$ cat src/design/rsf_pkg.sv
// ----------------------------------------------------------------------------
// rsf_pkg: shared constants of the ranging sample filter chain
// Field widths, fixed-point scales, register map and register reset values.
// ----------------------------------------------------------------------------
package rsf_pkg;

    // Field widths
    localparam int CH_W   = 2;
    localparam int BYTE_W = 8;
    localparam int RAW_W  = 16;
    localparam int DIST_W = 24;
    localparam int COV_W  = 18;
    localparam int DEN_W  = COV_W + 1;
    localparam int K_W    = 17;
    localparam int W_W    = 9;
    localparam int WL_W   = 4;
    localparam int PROD_W = K_W + DIST_W;
    localparam int Q16_SH = 16;
    localparam int BLEND_SH = 8;
    localparam int MWIDE_W = 40;

    // Fixed-point constants
    localparam logic [DIST_W-1:0] DIST_SAT = '1;
    localparam logic [K_W-1:0]    ONE_Q16  = 17'h10000;
    localparam logic [W_W-1:0]    W_ONE    = 9'd256;

    // APB port
    localparam int APB_AW = 5;
    localparam int APB_DW = 32;
    localparam int IDX_W  = APB_AW - 2;

    // Register map
    localparam logic [IDX_W-1:0] REG_PROC_NOISE = 3'd0;
    localparam logic [IDX_W-1:0] REG_MEAS_NOISE = 3'd1;
    localparam logic [IDX_W-1:0] REG_WIN_LEN    = 3'd2;
    localparam logic [IDX_W-1:0] REG_RAW_WEIGHT = 3'd3;
    localparam logic [IDX_W-1:0] REG_MIN_DIST   = 3'd4;
    localparam logic [IDX_W-1:0] REG_MAX_DIST   = 3'd5;

    // Register reset values
    localparam logic [RAW_W-1:0] RST_PROC_NOISE = 16'd65;
    localparam logic [RAW_W-1:0] RST_MEAS_NOISE = 16'd66;
    localparam logic [WL_W-1:0]  RST_WIN_LEN    = 4'd3;
    localparam logic [W_W-1:0]   RST_RAW_WEIGHT = 9'd84;
    localparam logic [RAW_W-1:0] RST_MIN_DIST   = 16'd27;
    localparam logic [RAW_W-1:0] RST_MAX_DIST   = 16'd4500;

endpackage

$ cat src/design/rsf_ram.sv
// ----------------------------------------------------------------------------
// rsf_ram: generic single-write, single-read memory
// One write port, one read port with registered read data.
// ----------------------------------------------------------------------------
module rsf_ram #(
    parameter int WIDTH = 24,
    parameter int DEPTH = 32
) (
    input  logic                     i_clk,
    input  logic                     i_we,
    input  logic [$clog2(DEPTH)-1:0] i_waddr,
    input  logic [WIDTH-1:0]         i_wdata,
    input  logic [$clog2(DEPTH)-1:0] i_raddr,
    output logic [WIDTH-1:0]         o_rdata
);

    logic [WIDTH-1:0] r_mem [DEPTH];
    logic [WIDTH-1:0] r_rdata;

    // Write and registered read
    always_ff @(posedge i_clk) begin
        if (i_we) begin
            r_mem[i_waddr] <= i_wdata;
        end
        r_rdata <= r_mem[i_raddr];
    end

    assign o_rdata = r_rdata;

endmodule

$ cat src/design/rsf_div.sv
// ----------------------------------------------------------------------------
// rsf_div: iterative restoring divider
// One quotient bit per cycle. The dividend is loaded left-aligned with an
// optional partial remainder; the quotient collects in the low i_steps bits.
// ----------------------------------------------------------------------------
module rsf_div #(
    parameter int NUM_W = 28,
    parameter int DEN_W = 19
) (
    input  logic                         i_clk,
    input  logic                         i_rst_n,
    input  logic                         i_start,
    input  logic [$clog2(NUM_W+1)-1:0]   i_steps,
    input  logic [DEN_W-1:0]             i_rem,
    input  logic [NUM_W-1:0]             i_num,
    input  logic [DEN_W-1:0]             i_den,
    output logic                         o_done,
    output logic [NUM_W-1:0]             o_quo
);

    localparam int STEP_W = $clog2(NUM_W + 1);

    logic              r_busy;
    logic              r_done;
    logic [STEP_W-1:0] r_cnt;
    logic [DEN_W-1:0]  r_rem;
    logic [DEN_W-1:0]  r_den;
    logic [NUM_W-1:0]  r_num;

    logic [DEN_W:0]    cand;
    logic [DEN_W:0]    trial;
    logic              fits;

    // Trial subtract of the divisor from the shifted remainder
    always_comb begin
        cand  = {r_rem, r_num[NUM_W-1]};
        trial = cand - {1'b0, r_den};
        fits  = (cand >= {1'b0, r_den});
    end

    // Sequence the steps
    always_ff @(posedge i_clk) begin
        if (!i_rst_n) begin
            r_busy <= 1'b0;
            r_done <= 1'b0;
            r_cnt  <= '0;
        end else begin
            r_done <= 1'b0;
            if (i_start) begin
                r_busy <= 1'b1;
                r_cnt  <= i_steps;
            end else if (r_busy) begin
                r_cnt <= r_cnt - 1'b1;
                if (r_cnt == STEP_W'(1)) begin
                    r_busy <= 1'b0;
                    r_done <= 1'b1;
                end
            end
        end
    end

    // Shift remainder and quotient
    always_ff @(posedge i_clk) begin
        if (i_start) begin
            r_rem <= i_rem;
            r_num <= i_num;
            r_den <= i_den;
        end else if (r_busy) begin
            r_rem <= fits ? trial[DEN_W-1:0] : cand[DEN_W-1:0];
            r_num <= {r_num[NUM_W-2:0], fits};
        end
    end

    assign o_done = r_done;
    assign o_quo  = r_num;

endmodule

$ cat src/design/range_sample_filter_chain.sv
// ----------------------------------------------------------------------------
// range_sample_filter_chain: per-channel ranging filter
// Decodes a two-byte frame, runs a scalar Kalman update, a moving average
// and a raw/average blend, all on one shared multiplier and one divider.
// ----------------------------------------------------------------------------
// Sequence: an in-range frame runs decode, the gain division (17 gain bits), the estimate
//   and covariance updates, the window update, the average division (SUM_W bits), the blend
//   and output; a rejected frame goes straight to output, waiting there on a stalled result.
// Handshake: one request at a time; ready returns at the edge that loads the output
//   register.
// Reset: synchronous, active low; a clearing pass then zeroes all 2**ADDR_W window slots first.
module range_sample_filter_chain #(
    parameter int NUM_CHANNELS = 4,
    parameter int WINDOW_MAX   = 8,
    parameter int FRAC_BITS    = 8
) (
    input  logic                         i_clk,
    input  logic                         i_rst_n,
    // request channel
    input  logic                         i_valid,
    output logic                         o_ready,
    input  logic [rsf_pkg::CH_W-1:0]     i_channel,
    input  logic [rsf_pkg::BYTE_W-1:0]   i_first_byte,
    input  logic [rsf_pkg::BYTE_W-1:0]   i_second_byte,
    // result channel
    output logic                         o_valid,
    input  logic                         i_ready,
    output logic [rsf_pkg::CH_W-1:0]     o_out_channel,
    output logic [rsf_pkg::DIST_W-1:0]   o_held_distance,
    output logic                         o_sample_accepted,
    output logic                         o_bytes_swapped,
    // configuration port
    input  logic                         psel,
    input  logic                         penable,
    input  logic                         pwrite,
    input  logic [rsf_pkg::APB_AW-1:0]   paddr,
    input  logic [rsf_pkg::APB_DW-1:0]   pwdata,
    output logic [rsf_pkg::APB_DW-1:0]   prdata,
    output logic                         pready
);

    import rsf_pkg::*;

    localparam int NCH      = (NUM_CHANNELS < (2 ** CH_W)) ? NUM_CHANNELS : (2 ** CH_W);
    localparam int CH_IDX_W = (NCH > 1) ? $clog2(NCH) : 1;
    localparam int POS_W    = (WINDOW_MAX > 1) ? $clog2(WINDOW_MAX) : 1;
    localparam int LEN_W    = $clog2(WINDOW_MAX + 1);
    localparam int SUM_W    = DIST_W + LEN_W;
    localparam int ADDR_W   = CH_IDX_W + POS_W;
    localparam int STEP_W   = $clog2(SUM_W + 1);

    typedef enum logic [11:0] {
        S_CLEAR  = 12'b0000_0000_0001,
        S_IDLE   = 12'b0000_0000_0010,
        S_DECODE = 12'b0000_0000_0100,
        S_KDIV   = 12'b0000_0000_1000,
        S_EST    = 12'b0000_0001_0000,
        S_COV    = 12'b0000_0010_0000,
        S_WIN    = 12'b0000_0100_0000,
        S_AVG    = 12'b0000_1000_0000,
        S_BL1    = 12'b0001_0000_0000,
        S_BL2    = 12'b0010_0000_0000,
        S_BL3    = 12'b0100_0000_0000,
        S_OUT    = 12'b1000_0000_0000
    } t_state;

    t_state r_state, n_state;

    // configuration registers
    logic [RAW_W-1:0] r_pns, r_mns, r_dmin, r_dmax;
    logic [WL_W-1:0]  r_wlen;
    logic [W_W-1:0]   r_rw;

    // per-channel state
    logic [DIST_W-1:0] r_est  [NCH];
    logic [COV_W-1:0]  r_cov  [NCH];
    logic [SUM_W-1:0]  r_sum  [NCH];
    logic [POS_W-1:0]  r_pos  [NCH];
    logic [DIST_W-1:0] r_held [NCH];

    // request and working registers
    logic [CH_W-1:0]   r_ch;
    logic [BYTE_W-1:0] r_b0, r_b1;
    logic [DIST_W-1:0] r_m, r_diff, r_xn, r_avg;
    logic              r_up, r_den_zero;
    logic [COV_W-1:0]  r_pp;
    logic [K_W-1:0]    r_k;
    logic [PROD_W-1:0] r_prod;
    logic [31:0]       r_acc;
    logic [POS_W-1:0]  r_wpos;
    logic [ADDR_W-1:0] r_addr, r_clr_addr;

    // result staging and output register
    logic [DIST_W-1:0] r_res_held, r_o_held;
    logic [CH_W-1:0]   r_o_ch;
    logic              r_res_acc, r_res_sw, r_o_acc, r_o_sw, r_o_valid;

    // window store port
    logic              ram_we;
    logic [ADDR_W-1:0] ram_waddr;
    logic [DIST_W-1:0] ram_wdata, ram_rdata;

    // ------------------------------------------------------------------
    // Configuration port
    // ------------------------------------------------------------------
    logic             cfg_wr;
    logic [IDX_W-1:0] cfg_idx;

    assign pready  = 1'b1;
    assign cfg_wr  = psel & penable & pwrite & pready;
    assign cfg_idx = paddr[APB_AW-1:2];

    // Return the addressed register
    always_comb begin
        unique case (cfg_idx)
            REG_PROC_NOISE: prdata = APB_DW'(r_pns);
            REG_MEAS_NOISE: prdata = APB_DW'(r_mns);
            REG_WIN_LEN:    prdata = APB_DW'(r_wlen);
            REG_RAW_WEIGHT: prdata = APB_DW'(r_rw);
            REG_MIN_DIST:   prdata = APB_DW'(r_dmin);
            REG_MAX_DIST:   prdata = APB_DW'(r_dmax);
            default:        prdata = '0;
        endcase
    end

    // Write configuration registers
    always_ff @(posedge i_clk) begin
        if (!i_rst_n) begin
            r_pns  <= RST_PROC_NOISE;
            r_mns  <= RST_MEAS_NOISE;
            r_wlen <= RST_WIN_LEN;
            r_rw   <= RST_RAW_WEIGHT;
            r_dmin <= RST_MIN_DIST;
            r_dmax <= RST_MAX_DIST;
        end else if (cfg_wr) begin
            unique case (cfg_idx)
                REG_PROC_NOISE: r_pns  <= pwdata[RAW_W-1:0];
                REG_MEAS_NOISE: r_mns  <= pwdata[RAW_W-1:0];
                REG_WIN_LEN:    r_wlen <= pwdata[WL_W-1:0];
                REG_RAW_WEIGHT: r_rw   <= pwdata[W_W-1:0];
                REG_MIN_DIST:   r_dmin <= pwdata[RAW_W-1:0];
                REG_MAX_DIST:   r_dmax <= pwdata[RAW_W-1:0];
                default: ;
            endcase
        end
    end

    // ------------------------------------------------------------------
    // Frame decode and filter set-up
    // ------------------------------------------------------------------
    logic [CH_IDX_W-1:0] ch_idx;
    logic                ch_ok, le_ok, sw_ok, smp_ok;
    logic [RAW_W-1:0]    d_le, d_sw, smp;
    logic [MWIDE_W-1:0]  m_wide;
    logic [DIST_W-1:0]   m_sat, x_cur, x_new;
    logic [DEN_W-1:0]    pp_sum, den;
    logic [COV_W-1:0]    pp;
    logic [LEN_W-1:0]    len_eff, pos_inc;
    logic [POS_W-1:0]    pos_cur, pos_adj, pos_nxt;
    logic [W_W-1:0]      w_eff;
    logic [SUM_W-1:0]    sum_new;
    logic [31:0]         blend;

    assign ch_idx = r_ch[CH_IDX_W-1:0];
    assign ch_ok  = (32'(r_ch) < 32'(NCH));
    assign x_cur  = r_est[ch_idx];

    // Try little-endian first, then swapped
    always_comb begin
        d_le   = {r_b1, r_b0};
        d_sw   = {r_b0, r_b1};
        le_ok  = (d_le >= r_dmin) && (d_le <= r_dmax);
        sw_ok  = (d_sw >= r_dmin) && (d_sw <= r_dmax);
        smp_ok = le_ok | sw_ok;
        smp    = le_ok ? d_le : d_sw;
        m_wide = MWIDE_W'(smp) << FRAC_BITS;
        m_sat  = (|m_wide[MWIDE_W-1:DIST_W]) ? DIST_SAT : m_wide[DIST_W-1:0];
    end

    // Predict covariance, saturate, form the gain divisor
    always_comb begin
        pp_sum = DEN_W'(r_cov[ch_idx]) + DEN_W'(r_pns);
        pp     = pp_sum[DEN_W-1] ? '1 : pp_sum[COV_W-1:0];
        den    = DEN_W'(pp) + DEN_W'(r_mns);
    end

    // Clamp window length and raw weight
    always_comb begin
        if (r_wlen == '0) begin
            len_eff = LEN_W'(1);
        end else if (32'(r_wlen) > 32'(WINDOW_MAX)) begin
            len_eff = LEN_W'(WINDOW_MAX);
        end else begin
            len_eff = LEN_W'(r_wlen);
        end
        w_eff   = (r_rw > W_ONE) ? W_ONE : r_rw;
        pos_cur = r_pos[ch_idx];
        pos_adj = (LEN_W'(pos_cur) >= len_eff) ? '0 : pos_cur;
        pos_inc = LEN_W'(r_wpos) + LEN_W'(1);
        pos_nxt = (pos_inc >= len_eff) ? '0 : r_wpos + POS_W'(1);
    end

    // Estimate step, window sum and blend
    always_comb begin
        x_new   = r_up ? (x_cur + r_prod[Q16_SH+DIST_W-1:Q16_SH])
                       : (x_cur - r_prod[Q16_SH+DIST_W-1:Q16_SH]);
        sum_new = r_sum[ch_idx] - SUM_W'(ram_rdata) + SUM_W'(r_xn);
        blend   = r_acc + r_prod[31:0];
    end

    // ------------------------------------------------------------------
    // Shared multiplier
    // ------------------------------------------------------------------
    logic [K_W-1:0]    mul_a;
    logic [DIST_W-1:0] mul_b;
    logic [PROD_W-1:0] mul_p;

    always_comb begin
        unique case (r_state)
            S_EST: begin
                mul_a = r_k;
                mul_b = r_diff;
            end
            S_COV: begin
                mul_a = ONE_Q16 - r_k;
                mul_b = DIST_W'(r_pp);
            end
            S_BL1: begin
                mul_a = K_W'(w_eff);
                mul_b = r_m;
            end
            S_BL2: begin
                mul_a = K_W'(W_ONE - w_eff);
                mul_b = r_avg;
            end
            default: begin
                mul_a = '0;
                mul_b = '0;
            end
        endcase
        mul_p = PROD_W'(mul_a) * PROD_W'(mul_b);
    end

    // ------------------------------------------------------------------
    // Shared divider: gain, then window average
    // ------------------------------------------------------------------
    logic              div_start, div_done;
    logic [STEP_W-1:0] div_steps;
    logic [DEN_W-1:0]  div_rem, div_den;
    logic [SUM_W-1:0]  div_num, div_quo;
    logic [K_W-1:0]    k_quo;

    always_comb begin
        div_start = 1'b0;
        div_steps = STEP_W'(SUM_W);
        div_rem   = '0;
        div_num   = sum_new;
        div_den   = DEN_W'(len_eff);
        if (r_state == S_DECODE) begin
            div_start = ch_ok & smp_ok;
            div_steps = STEP_W'(K_W);
            div_rem   = DEN_W'(pp >> 1);
            div_num   = SUM_W'({pp[0], 16'b0}) << (SUM_W - K_W);
            div_den   = den;
        end else if (r_state == S_WIN) begin
            div_start = 1'b1;
        end
        k_quo = div_quo[K_W-1:0];
    end

    rsf_div #(
        .NUM_W (SUM_W),
        .DEN_W (DEN_W)
    ) u_rsf_div (
        .i_clk   (i_clk),
        .i_rst_n (i_rst_n),
        .i_start (div_start),
        .i_steps (div_steps),
        .i_rem   (div_rem),
        .i_num   (div_num),
        .i_den   (div_den),
        .o_done  (div_done),
        .o_quo   (div_quo)
    );

    // ------------------------------------------------------------------
    // Window store
    // ------------------------------------------------------------------
    assign ram_we    = (r_state == S_CLEAR) || (r_state == S_WIN);
    assign ram_waddr = (r_state == S_CLEAR) ? r_clr_addr : r_addr;
    assign ram_wdata = (r_state == S_CLEAR) ? '0 : r_xn;

    rsf_ram #(
        .WIDTH (DIST_W),
        .DEPTH (2 ** ADDR_W)
    ) u_rsf_ram (
        .i_clk   (i_clk),
        .i_we    (ram_we),
        .i_waddr (ram_waddr),
        .i_wdata (ram_wdata),
        .i_raddr (r_addr),
        .o_rdata (ram_rdata)
    );

    // ------------------------------------------------------------------
    // Sequencer
    // ------------------------------------------------------------------
    logic out_load;

    assign o_ready  = (r_state == S_IDLE);
    assign out_load = (r_state == S_OUT) && (!r_o_valid || i_ready);

    always_comb begin
        n_state = r_state;
        unique case (r_state)
            S_CLEAR:  if (r_clr_addr == '1) n_state = S_IDLE;
            S_IDLE:   if (i_valid) n_state = S_DECODE;
            S_DECODE: n_state = (ch_ok && smp_ok) ? S_KDIV : S_OUT;
            S_KDIV:   if (div_done) n_state = S_EST;
            S_EST:    n_state = S_COV;
            S_COV:    n_state = S_WIN;
            S_WIN:    n_state = S_AVG;
            S_AVG:    if (div_done) n_state = S_BL1;
            S_BL1:    n_state = S_BL2;
            S_BL2:    n_state = S_BL3;
            S_BL3:    n_state = S_OUT;
            S_OUT:    if (out_load) n_state = S_IDLE;
            default:  n_state = S_CLEAR;
        endcase
    end

    // Control state: sequencer, sweep, per-channel filter state, output valid
    always_ff @(posedge i_clk) begin
        if (!i_rst_n) begin
            r_state    <= S_CLEAR;
            r_clr_addr <= '0;
            r_o_valid  <= 1'b0;
            for (int i = 0; i < NCH; i++) begin
                r_est[i]  <= '0;
                r_cov[i]  <= COV_W'(ONE_Q16);
                r_sum[i]  <= '0;
                r_pos[i]  <= '0;
                r_held[i] <= '0;
            end
        end else begin
            r_state <= n_state;
            if (r_state == S_CLEAR) begin
                r_clr_addr <= r_clr_addr + ADDR_W'(1);
            end
            if (r_state == S_COV) begin
                r_est[ch_idx] <= x_new;
            end
            if (r_state == S_WIN) begin
                r_cov[ch_idx] <= r_prod[Q16_SH+COV_W-1:Q16_SH];
                r_sum[ch_idx] <= sum_new;
                r_pos[ch_idx] <= pos_nxt;
            end
            if (r_state == S_BL3) begin
                r_held[ch_idx] <= blend[BLEND_SH+DIST_W-1:BLEND_SH];
            end
            // hold the result until taken, load the next one when free
            if (out_load) begin
                r_o_valid <= 1'b1;
            end else if (i_ready) begin
                r_o_valid <= 1'b0;
            end
        end
    end

    // Working registers
    always_ff @(posedge i_clk) begin
        unique case (r_state)
            S_IDLE: begin
                r_ch <= i_channel;
                r_b0 <= i_first_byte;
                r_b1 <= i_second_byte;
            end
            S_DECODE: begin
                r_res_acc  <= ch_ok & smp_ok;
                r_res_sw   <= ch_ok & ~le_ok & sw_ok;
                r_res_held <= ch_ok ? r_held[ch_idx] : '0;
                r_m        <= m_sat;
                r_pp       <= pp;
                r_den_zero <= (den == '0);
                r_wpos     <= pos_adj;
                r_addr     <= {ch_idx, pos_adj};
            end
            S_KDIV: begin
                r_up   <= (r_m >= x_cur);
                r_diff <= (r_m >= x_cur) ? (r_m - x_cur) : (x_cur - r_m);
                if (div_done) begin
                    if (r_den_zero) begin
                        r_k <= '0;
                    end else begin
                        r_k <= (k_quo > ONE_Q16) ? ONE_Q16 : k_quo;
                    end
                end
            end
            S_EST: begin
                r_prod <= mul_p;
            end
            S_COV: begin
                r_xn   <= x_new;
                r_prod <= mul_p;
            end
            S_AVG: begin
                if (div_done) begin
                    r_avg <= (|div_quo[SUM_W-1:DIST_W]) ? DIST_SAT : div_quo[DIST_W-1:0];
                end
            end
            S_BL1: begin
                r_prod <= mul_p;
            end
            S_BL2: begin
                r_acc  <= r_prod[31:0];
                r_prod <= mul_p;
            end
            S_BL3: begin
                r_res_held <= blend[BLEND_SH+DIST_W-1:BLEND_SH];
            end
            default: ;
        endcase
        if (out_load) begin
            r_o_ch   <= r_ch;
            r_o_held <= r_res_held;
            r_o_acc  <= r_res_acc;
            r_o_sw   <= r_res_sw;
        end
    end

    assign o_valid           = r_o_valid;
    assign o_out_channel     = r_o_ch;
    assign o_held_distance   = r_o_held;
    assign o_sample_accepted = r_o_acc;
    assign o_bytes_swapped   = r_o_sw;

endmodule

$ cat config.mk
export PLATFORM = sky130hd
export DESIGN_NAME = range_sample_filter_chain
export DESIGN_NICKNAME = d
export VERILOG_FILES = /design/src/design/rsf_pkg.sv /design/src/design/rsf_ram.sv /design/src/design/rsf_div.sv /design/src/design/range_sample_filter_chain.sv
export SDC_FILE = /design/constraint.sdc
export NUM_CORES = 2
export LEC_CHECK = 0
export BUFFER_PORTS_ARGS = -buffer_cell sky130_fd_sc_hd__buf_2
export CORE_MARGIN = 1.5
export CORE_UTILIZATION = 50
export DETAILED_ROUTE_END_ITERATION = 8
export PLACE_DENSITY = 0.66
export SLEW_MARGIN = 20
export SYNTH_ARGS = -nofsm -noshare
export SYNTH_HDL_FRONTEND = slang
export SYNTH_SLANG_ARGS = --single-unit
$ cat constraint.sdc
create_clock -name i_clk -period 9.9 [get_ports i_clk]
set_clock_uncertainty 0.1 [all_clocks]
set_input_delay 1.485 -clock i_clk [delete_from_list [all_inputs] [get_ports i_clk]]
set_output_delay 1.485 -clock i_clk [all_outputs]
set_load 0.1 [all_outputs]
==> metrics.yaml <==
status:
  status: "completed"
finish:
  drive_gt1_frac: 0.123
  area_delta_synth_final_pct: 10.9
  nFillCells: 14300
  layout.area.seq_um2: 47500
  stdcell_area_um2: 96600
  multi_input_area_um2: 36400
  nNetsFinal: 7862
timing:
  slew_headroom: 0.197
  fin_setup_tns_ps: 0
  rsz0062_at_grt: "false"
  drv_slew: 0
  setup_viol: 0
  timing_hold_violations_final: 0
  period_needed_ps: 9390
  tightestPinTransition_ps: 1200
  fmax_ghz: 0.107
  fin_crit_sh: 0.948
routing:
  ant_nets: 0
  wl_met3_mm: 22.6
  wl_met1_mm: 101
  num_vias: 56600
  routedWlPerCell_um: 25.7
  routed-wl-met2_mm: 113
  wirelength_mm: 246
  viasPerCell: 5.92
  maxUsedRoutingLayer: "met5"
  drc: 0
  drt_iter0_markers: 6106
  dr.pass1.iters: 5
power:
  pwr-share-comb: 0.112
  clkPwrFrac: 0.389
  p_int_mw: 12.2
  sw_frac_of_total: 0.258
  ir_drop_uv: 187
  seq_power_share: 0.499
  p_switching_mw: 4.25
  p_leak_nw: 37.7
  p_per_area_nw_per_um2: 170
yosys:
  ys.flop_type: "edfxtp_1"
  synth.distinct_cells: 83
  synthTopCellsByArea: "edfxtp_1 (52%), fa_1 (8.2%), mux4_2 (5.3%)"
  ys_top_cells_by_count: "edfxtp_1 (1496), nand2_1 (726), nor2_1 (684)"
  post-synth-top-area-cell: "edfxtp_1"
  ys_ff_latch: 1624
  avgSynthCellArea_um2: 12.5
  async_flop_share: 0
  synth_most_common_cell: "edfxtp_1"
  synth-edff-count: 1496
  yosysSeqAreaShare: 0.545
  synth_warnings: 0
  syn_inst: 6993
  yosysTopAreaCellShare: 0.515
  syn-cell-area_um2: 87200
global_routing:
  grt_pass1_vias: 55800
  grt_max_degree: 109
  grt.total_usage: 0.279
  grt_pass1_wl_mm: 361
  grt_antenna_before_repair: 13
  overflow: 0
die:
  die_area_um2: 177000
  num_rows: 153
  die_w_um: 421
  pin_count: 125
  core_um2: 173000
  die_y_um: 421
  start_util: 0.503
cts:
  htree_levels: 4
  insertion_delay_ps: 830
  cts_sinks: 1624
  post-cts-setup-buffers: 0
  clockBufferDepth: 3
  post_cts_resized: 0
  cts-root-buf: "clkbuf_16"
  cts_tree: "yes"
  clk_pin_slew_ps: 60
  numCtsBuffers: 167
  ctsHoldBuffers: 0
setup_path:
  cp_top_family: "adder cells"
  cp_slowest_cell: "o211ai_1"
  slowest_delay_ps: 540
  critPathKind: "reg2reg"
  r2r-end: "r_prod[38]$_DFFE_PP_"
  cp_max_fo: 18
  end_kind: "register"
  critPathRequiredTime_ps: 10320
  timing.rr.start: "r_state[1]$_SDFFE_PN0P_"
  critical_path.startpoint_type: "register"
  cpMostUsedCell: "fa_1"
  path_buf_inv: 6
  rrSetupSlack_ps: 510
  rr_worst_depth: 30
  cp.arrival_ps: 9800
place:
  placed_cell_area_um2: 90800
  io_buffers: 89
  globalplace.congestion: 0.969
  hpwlAfterDp_mm: 169
worst_hold_path:
  min-delay-start: "r_res_held[11]$_DFFE_PP_"
  hold_end: "o_held_distance[11]$_DFFE_PP_"
  hold_path_depth: 0
  hold_class: "reg2reg"
job:
  cap_violations: 0
==> per-stage QoR <==
stage	utilization	instances	power, mW	setup WS, ps	hold WS [ps]
5_1_grt	0.557	9560	16.9	130	325
6_report	0.557	9563	16.4	511	321
4_1_cts	0.556	9556	16.5	591	320
3_5_place_dp	0.524	9244	10.1	684	306
3_3_place_gp	0.523	9242	10.1	819	303
2_1_floorplan	-	7008	9.42	1000	300
==> state kept, by name (all words and copies together) (netlist names), 16 cells and up, named ones only <==
register	flops
u_rsf_div.o_quo	28
r_held	96
r_prod	40
r_dmax	16
r_res_held	24
r_est	96
r_sum	112
u_rsf_div.r_den	19
o_held_distance	24
r_xn	24
r_k	17
r_diff	24
u_rsf_ram.o_rdata	24
r_pp	18
r_mns	16
r_dmin	16
r_cov	72
r_avg	24
u_rsf_ram.r_mem	768
u_rsf_div.r_rem	19
r_acc	32
r_m	16
r_pns	16
==> cell families after synthesis <==
kind of cell,count (synthesis),synth area share
simple gates,1970,0.100
flops,1624,0.545
compound gates,1043,0.0769
buf+inv,1006,0.0444
fa+ha+maj,710,0.133
mux,450,0.0822
xor+xnor,188,0.0189
other cells,2,0.0000862
==> layer usage <==
layer,GRT usage,vias to the layer above
met5,0,-
met1,0.387,28700
met4,0.0967,10
li1,-,25100
met2,0.438,2328
met3,0.0587,435
==> area by class of cell <==
cell class | instances | share of cell area
sequential | 1624 | 0.492
clock buffer | 210 | 0.0463
timing repair buffer | 238 | 0.0172
multi-input combinational | 4378 | 0.377
antenna | 5 | 0.000130
inverter | 681 | 0.0265
clock inverter | 102 | 0.0117
tap | 2325 | 0.0301
==> worst max path at each step <==
stage	start	end	slack [ps]	cells past startpoint
3_3_place_gp	r_state[1]$_SDFFE_PN0P_	r_prod[38]$_DFFE_PP_	820	30
6_report	r_state[1]$_SDFFE_PN0P_	r_prod[38]$_DFFE_PP_	510	30
2_1_floorplan	r_state[1]$_SDFFE_PN0P_	r_prod[38]$_DFFE_PP_	1000	31
3_5_place_dp	r_state[1]$_SDFFE_PN0P_	r_prod[38]$_DFFE_PP_	680	30
5_1_grt	r_state[1]$_SDFFE_PN0P_	r_prod[38]$_DFFE_PP_	130	30
4_1_cts	r_state[1]$_SDFFE_PN0P_	r_prod[38]$_DFFE_PP_	590	30
==> power groups by stage <==
stage | Combinational, mW | Sequential [mW] | Clock [mW]
after CTS | 1.81 | 8.20 | 6.46
after floorplan | 1.12 | 8.29 | 0
after global placement | 1.76 | 8.33 | 0
after detailed placement | 1.80 | 8.34 | 0
after global routing | 1.98 | 8.22 | 6.72
final | 1.85 | 8.20 | 6.39
==> worst reg2reg max path: cells and delay by family (launching register included) <==
family                   cells  cell delay [ps]
buffers and inverters        6             1060
AO/OA/AOI/OAI               10             2250
XOR/XNOR                     1               90
AND/OR/NAND/NOR              6             1780
flip-flops                   1              370
adder cells (fa/ha/maj)      7             3430
==> placed cells by master (no fill, tap or decap), types with 33 or more instances in the layout <==
cell | netlist | layout
edfxtp_1 | 1496 | 1496
nand2_1 | 726 | 716
inv_1 | 680 | 677
nor2_1 | 684 | 627
fa_1 | 357 | 357
ha_1 | 353 | 353
a21oi_1 | 306 | 306
o21ai_0 | 236 | 231
mux4_2 | 205 | 205
mux2i_1 | 179 | 179
clkbuf_16 | 0 | 170
buf_4 | 17 | 143
dfxtp_1 | 128 | 126
xnor2_1 | 109 | 109
a21o_1 | 91 | 91
buf_2 | 0 | 89
and2_1 | 90 | 88
and3_1 | 82 | 82
xor2_1 | 79 | 79
o221ai_1 | 80 | 78
nand3_1 | 73 | 72
nand2b_1 | 66 | 64
nor3_1 | 64 | 64
mux2_2 | 64 | 64
nor2_4 | 0 | 43
nor2b_1 | 43 | 42
o21a_1 | 40 | 40
o22ai_1 | 35 | 35
clkbuf_1 | 266 | 33
No activity file was read; power rests on OpenSTA's default activity.
